File: src/bbpc_pkg.sv
// ----------------------------------------------------------------------------
// bbpc_pkg
// shared types, constants and the saturating scale function for the box
// boundary clamp
// ----------------------------------------------------------------------------
package bbpc_pkg;

  localparam int unsigned DATA_W        = 32;
  localparam int unsigned FACT_W        = 18;
  localparam int unsigned AXES          = 3;
  localparam int unsigned FRAC_BITS_DEF = 16;
  localparam int unsigned CFG_IDX_W     = 3;
  localparam int unsigned SFACT_W       = FACT_W + 2;
  localparam int unsigned PROD_W        = DATA_W + SFACT_W;

  typedef logic signed [DATA_W-1:0] q_t;
  typedef logic [FACT_W-1:0]        fac_t;
  typedef logic [AXES-1:0]          hits_t;

  localparam q_t   BOX_MIN_RST  = 32'sd0;
  localparam q_t   BOX_MAX_RST  = 32'sd65536;
  localparam fac_t NORM_FAC_RST = 18'd0;
  localparam fac_t TAN_FAC_RST  = 18'd65536;
  localparam q_t   Q_MAX        = 32'sh7fffffff;
  localparam q_t   Q_MIN        = 32'sh80000000;

  typedef enum logic [CFG_IDX_W-1:0] {
    CFG_BOX_MIN_X    = 3'd0,
    CFG_BOX_MIN_Y    = 3'd1,
    CFG_BOX_MIN_Z    = 3'd2,
    CFG_BOX_MAX_X    = 3'd3,
    CFG_BOX_MAX_Y    = 3'd4,
    CFG_BOX_MAX_Z    = 3'd5,
    CFG_NORMAL_FACT  = 3'd6,
    CFG_TANGENT_FACT = 3'd7
  } cfg_reg_e;

  typedef enum logic [1:0] {
    SC_NONE    = 2'd0,
    SC_NORMAL  = 2'd1,
    SC_TANGENT = 2'd2
  } scale_e;

  typedef struct packed {
    q_t [AXES-1:0] pos;
    q_t [AXES-1:0] vel;
    hits_t         hits;
  } particle_t;

  typedef struct packed {
    q_t [AXES-1:0] lo;
    q_t [AXES-1:0] hi;
    fac_t          nf;
    fac_t          tf;
  } box_cfg_t;

  // v * f, negated for restitution, floor shift, saturate to 32 bits
  function automatic q_t scale_sat(input q_t v, input fac_t f, input logic neg,
                                   input int unsigned frac);
    logic signed [SFACT_W-1:0] sf;
    logic signed [PROD_W-1:0]  p;
    logic signed [PROD_W-1:0]  sh;
    q_t                        r;
    sf = $signed({2'b00, f});
    if (neg) begin
      sf = -sf;
    end
    p  = PROD_W'(v) * PROD_W'(sf);
    sh = p >>> frac;
    if ((&sh[PROD_W-1:DATA_W-1]) || !(|sh[PROD_W-1:DATA_W-1])) begin
      r = sh[DATA_W-1:0];
    end else if (sh[PROD_W-1]) begin
      r = Q_MIN;
    end else begin
      r = Q_MAX;
    end
    return r;
  endfunction

endpackage

File: src/bbpc_cfg_if.sv
// ----------------------------------------------------------------------------
// bbpc_cfg_if
// register write channel: valid, ready, register index and write data
// ----------------------------------------------------------------------------
interface bbpc_cfg_if;
  logic        valid;
  logic        ready;
  logic [2:0]  index;
  logic [31:0] data;

  modport source (output valid, index, data, input ready);
  modport sink   (input valid, index, data, output ready);
endinterface

File: src/bbpc_cfg_regs.sv
// ----------------------------------------------------------------------------
// bbpc_cfg_regs
// box faces and restitution factors, written through the config channel
// ----------------------------------------------------------------------------
module bbpc_cfg_regs (
  input  logic               clk,
  input  logic               rst_n,
  bbpc_cfg_if.sink           cfg_w,
  output bbpc_pkg::box_cfg_t box
);
  import bbpc_pkg::*;

  box_cfg_t box_r;
  box_cfg_t box_nxt;
  cfg_reg_e idx;

  assign cfg_w.ready = 1'b1;
  assign idx         = cfg_reg_e'(cfg_w.index);
  assign box         = box_r;

  always_comb begin
    box_nxt = box_r;
    if (cfg_w.valid) begin
      case (idx)
        CFG_BOX_MIN_X:    box_nxt.lo[0] = cfg_w.data;
        CFG_BOX_MIN_Y:    box_nxt.lo[1] = cfg_w.data;
        CFG_BOX_MIN_Z:    box_nxt.lo[2] = cfg_w.data;
        CFG_BOX_MAX_X:    box_nxt.hi[0] = cfg_w.data;
        CFG_BOX_MAX_Y:    box_nxt.hi[1] = cfg_w.data;
        CFG_BOX_MAX_Z:    box_nxt.hi[2] = cfg_w.data;
        CFG_NORMAL_FACT:  box_nxt.nf    = cfg_w.data[FACT_W-1:0];
        CFG_TANGENT_FACT: box_nxt.tf    = cfg_w.data[FACT_W-1:0];
        default:          box_nxt       = box_r;
      endcase
    end
  end

  always_ff @(posedge clk) begin
    if (!rst_n) begin
      box_r.lo <= {AXES{BOX_MIN_RST}};
      box_r.hi <= {AXES{BOX_MAX_RST}};
      box_r.nf <= NORM_FAC_RST;
      box_r.tf <= TAN_FAC_RST;
    end else begin
      box_r <= box_nxt;
    end
  end

endmodule

File: src/flat_wrapper.sv
// flat-port wrapper written by rule: the top's interface ports become plain ports
module bbpc_cfg_regs_flat import bbpc_pkg::*;
  (clk, rst_n, box, cfg_w_valid, cfg_w_index, cfg_w_data, cfg_w_ready);
  bbpc_cfg_if cfg_w_i ();
  input  logic clk;
  input  logic rst_n;
  output bbpc_pkg::box_cfg_t box;
  input wire logic [$bits(cfg_w_i.valid)-1:0] cfg_w_valid;
  input wire logic [$bits(cfg_w_i.index)-1:0] cfg_w_index;
  input wire logic [$bits(cfg_w_i.data)-1:0] cfg_w_data;
  output wire logic [$bits(cfg_w_i.ready)-1:0] cfg_w_ready;
  assign cfg_w_i.valid = cfg_w_valid;
  assign cfg_w_i.index = cfg_w_index;
  assign cfg_w_i.data = cfg_w_data;
  assign cfg_w_ready = cfg_w_i.ready;
  bbpc_cfg_regs u_core (.clk(clk), .rst_n(rst_n), .cfg_w(cfg_w_i), .box(box));
endmodule
File: config.mk
export PLATFORM = sky130hd
export DESIGN_NAME = bbpc_cfg_regs_flat
export DESIGN_NICKNAME = d
export VERILOG_FILES = /design/src/bbpc_pkg.sv /design/src/bbpc_cfg_if.sv /design/src/bbpc_cfg_regs.sv /design/src/flat_wrapper.sv
export SDC_FILE = /design/constraint.sdc
export NUM_CORES = 1
export LEC_CHECK = 0
export BUFFER_PORTS_ARGS = -buffer_cell sky130_fd_sc_hd__buf_2
export CORE_MARGIN = 5
export CORE_UTILIZATION = 50
export DETAILED_ROUTE_END_ITERATION = 16
export HOLD_SLACK_MARGIN = 0.05
export PLACE_DENSITY_LB_ADDON = 0.05
export SLEW_MARGIN = 20
export SYNTH_ARGS = -nofsm -noshare
export SYNTH_HDL_FRONTEND = slang
export SYNTH_SLANG_ARGS = --single-unit
File: constraint.sdc
create_clock -name clk -period 1.4 [get_ports clk]
set_input_delay 0.28 -clock clk [delete_from_list [all_inputs] [get_ports clk]]
set_output_delay 0.28 -clock clk [all_outputs]
set_load 0.02 [all_outputs]
### Word level (Yosys, flattened, before mapping)

Index checks and enable logic that the tools add are counted.

* bits of input ports: 38
* word-level logic and storage cells: 24
* flip-flop bits (word level): 228
* output and inout bits: 229

* reductions and logical operators: 9
* equality and inequality tests: 7

Operator list (count)
* AND reduction 2 bit: 8
* equality test 3 bit (second input constant): 4
* equality test 3 x 2 -> 1 bit (second input constant): 2
* equality test 3 x 1 -> 1 bit (second input constant): 1
* logical NOT 3 bit: 1

### Logic depth before layout (Yosys ltp)

* word-level depth: 2
* mapped depth: 5

### Least setup slack after synthesis

OpenSTA, ideal clock, no wires.

* kind: in2reg
* start: input cfg_w_index[1]
* end: register u_core.box_r (netlist bit u_core.box[139])
* required time: 1274 ps
* data arrival time: 1203 ps
* library setup time: 126 ps
* buffers on the path: 2
* setup slack: 71 ps
* stages on the path: 4
* cells stage by stage: or4b_1 buf_2 buf_6 mux2i_1

* word-level cells in the longest chain between the ends: 2

RTL lines
* start: declaration: RTL line flat_wrapper.sv:9 `input wire logic [$bits(cfg_w_i.index)-1:0] cfg_w_index;`
* logical NOT 3 bit: RTL line bbpc_cfg_regs.sv:24 `case (idx)`
* AND reduction 2 bit (no line)
* end signal: assignment: RTL line bbpc_cfg_regs.sv:45 `box_r <= box_nxt;`
* end: declaration: RTL line bbpc_cfg_regs.sv:13 `box_cfg_t box_r;`

Every way passes these cells.
A chain may end at the register's enable or synchronous reset.

### Worst setup path in the final report

* start: register u_core.box_r (netlist bit u_core.box[212])
* end: output box[212] (netlist name)

RTL lines
* end: declaration: RTL line flat_wrapper.sv:7 `output bbpc_pkg::box_cfg_t box;`

No word-level cell between the ends.

==> impl_metrics.tcl <==
set metrics [dict create \
    ys_top_cells_by_area "dfxtp_1, mux2i_1, nand2_1" \
    numClockSinks 228 \
    path_cells "buf_2" \
    firstDrtPassIters 4 \
    hp-start "cfg_w_data[16]" \
    fin_skew_ps 0 \
    crit_type "register to output port" \
    area_growth_pct 32.7 \
    fin_ws_ps 53.1 \
    drc 0 \
    outcome "completed" \
    crit_path_end_kind "output port" \
    grt_pass1_wl_mm 34.0 \
    startpoint "u_core.box[212]" \
    synthSimpleGateAreaFrac_pct 13.1 \
    yosys.area_share.adder_pct 0 \
    slew_viol_final 0 \
    hold_class "input port to register" \
    via_per_inst 4.95 \
    drive_gt1_share_pct 32.3 \
    ir_worst_vdd_mv 1.14 \
    initial_core_util_pct 51.2 \
    cts_made_buffers 24 \
    p_per_area_nw_per_um2 1290 \
    die_height_um 138 \
    crit_path_max_fanout 2 \
    stdcell_count 1292 \
    die_area_sq_um 19000 \
    syn_area_sq_um 8190 \
    clkTransAtPathRegs_ps 60 \
    critPathTopFamily "flip-flops" \
    rows 46 \
    p_leak_nw 6.10 \
    synth.avg_cell_area_sq_um 10.5 \
    synth-seq-cells 228 \
    synth_top_area_share_pct 55.7 \
    wl_mm 22.0 \
    crit_arrival_ps 1070 \
    dp.cells 1249 \
    clock_latency_ps 500 \
    antenna_found_initial 2 \
    setup_viol 0 \
    syn_inst 783 \
    vias 6396 \
    muxShareOfSynthArea_pct 27.9 \
    hpwl_mm 15.7 \
    ys_warn_count 0 \
    reg2reg_from "u_core.box[11]" \
    final_nets 1097 \
    io_buffers 265 \
    synth_seq_area_share_pct 55.7 \
    utilization_pct 67.9 \
    cap_viol_max_count 0 \
    synth_xor_xnor_area_share_pct 0 \
    grt_max_degree 35 \
    io_pins 267 \
    whs_ps 96.1 \
    clk_path_buf_depth 3 \
    synth.net_count 821 \
    drt_iter0_markers 307 \
    crit_path_max_incr_delay_ps 380 \
    slowest_stage "dfxtp_1" \
    rsz0062_at_grt "false" \
    synth-compound-area-share_pct 0 \
    track_usage_pct 22.5 \
    yosysTopAreaCell "dfxtp_1" \
    synth_cell_types 15 \
    hold_violations 0 \
    fmax_ghz 0.742 \
    gp_congestion 0.789 \
    cts_setup_buffers 0 \
    postRouteAntennaNets 0 \
    grt_pass1_vias 6392 \
    critPathBufInv 1 \
    crit_path_start_kind "register" \
    post_drt_wl_per_cell_um 17.0 \
    cts_hold_buf 0 \
    fin_crit_ps 1350 \
    core-area_sq_um 16000 \
    layout_commonest_cell "buf_2" \
    synth_top_family_by_area "multiplexers" \
    post-route-period-util_pct 96.2 \
    chipWidth_um 138 \
    required_ps 1120 \
    dpl_worst_slack_ps -233 \
    cts_max_level 1 \
    globalRouteOverflowTotal 0 \
    tritoncts "yes" \
    p_total_mw 14.0 \
    cts_resized 0 \
    cts_root_buffer "clkbuf_16" \
    final_cell_mix "buf_2, nand2_1, mux2i_1, dfxtp_1, buf_4" \
    fill_cells 1354 \
    largest_reg_flops 228 \
]
tightest hold or removal path, cell delays in order:
cell	delay [ps]
buf_2	90
nor2b_1	70
mux2i_1	110
cell type report:
class	instances	area, sq um	share of cell area [%]
clock inverters	3	43.8	0.403
diodes	1	2.50	0.0230
clock buffers	39	748	6.88
multi-input cells	498	3410	31.3
flip-flops and latches	228	4560	42.0
repair buffers	307	1840	16.9
well taps	216	270	2.49
cells by family (layout without fill, tap and decap cells):
kind of cell,after synthesis,after routing
buffers and inverters,57,349
DFF,228,228
muxes,228,228
other,1,2
and+or+nand+nor,269,269
worst paths after layout:
path / to / slack, ps / cells past startpoint
max: box[212] / 50 / 1
min: u_core.box[52] / 100 / 3
max reg2reg: u_core.box[11] / 760 / 2
min reg2reg: u_core.box[94] / 450 / 2
Yosys cell counts:
cell and number:
nand4_1 1, mux2i_1 228, clkbuf_1 27, buf_6 3, buf_4 1, nor2b_1 5, and4b_1 1, nand2_1 256
buf_1 2, dfxtp_1 228, buf_2 24, or4b_1 1, conb_1 1, nand4bb_1 3, nand4b_1 2
metrics by stage:
stage          setup TNS, ps  instance area [sq um]
2_1_floorplan              0                   8190
3_3_place_gp           -6580                  10100
3_5_place_dp           -7230                  10100
4_1_cts                    0                  10900
5_1_grt                    0                  10900
6_report                   0                  10900
report_power, final:
part           total, mW  leakage, nW  internal (mW)  switching [mW]
Combinational       1.06         3.87          0.390           0.665
Sequential          6.71         1.85           6.63          0.0737
Clock               6.27        0.389           3.82            2.46
per-layer routing:
metal	part of all wire [%]	wire (um)	vias up	GRT usage (%)
met5	0.064	14	-	0
met4	1.6	348	4	5.21
met3	9.1	2000	29	6.86
met2	47	10300	199	37.7
met1	42	9290	3016	28.6
li1	-	-	3148	-
(Power assumes the default switching activity.)
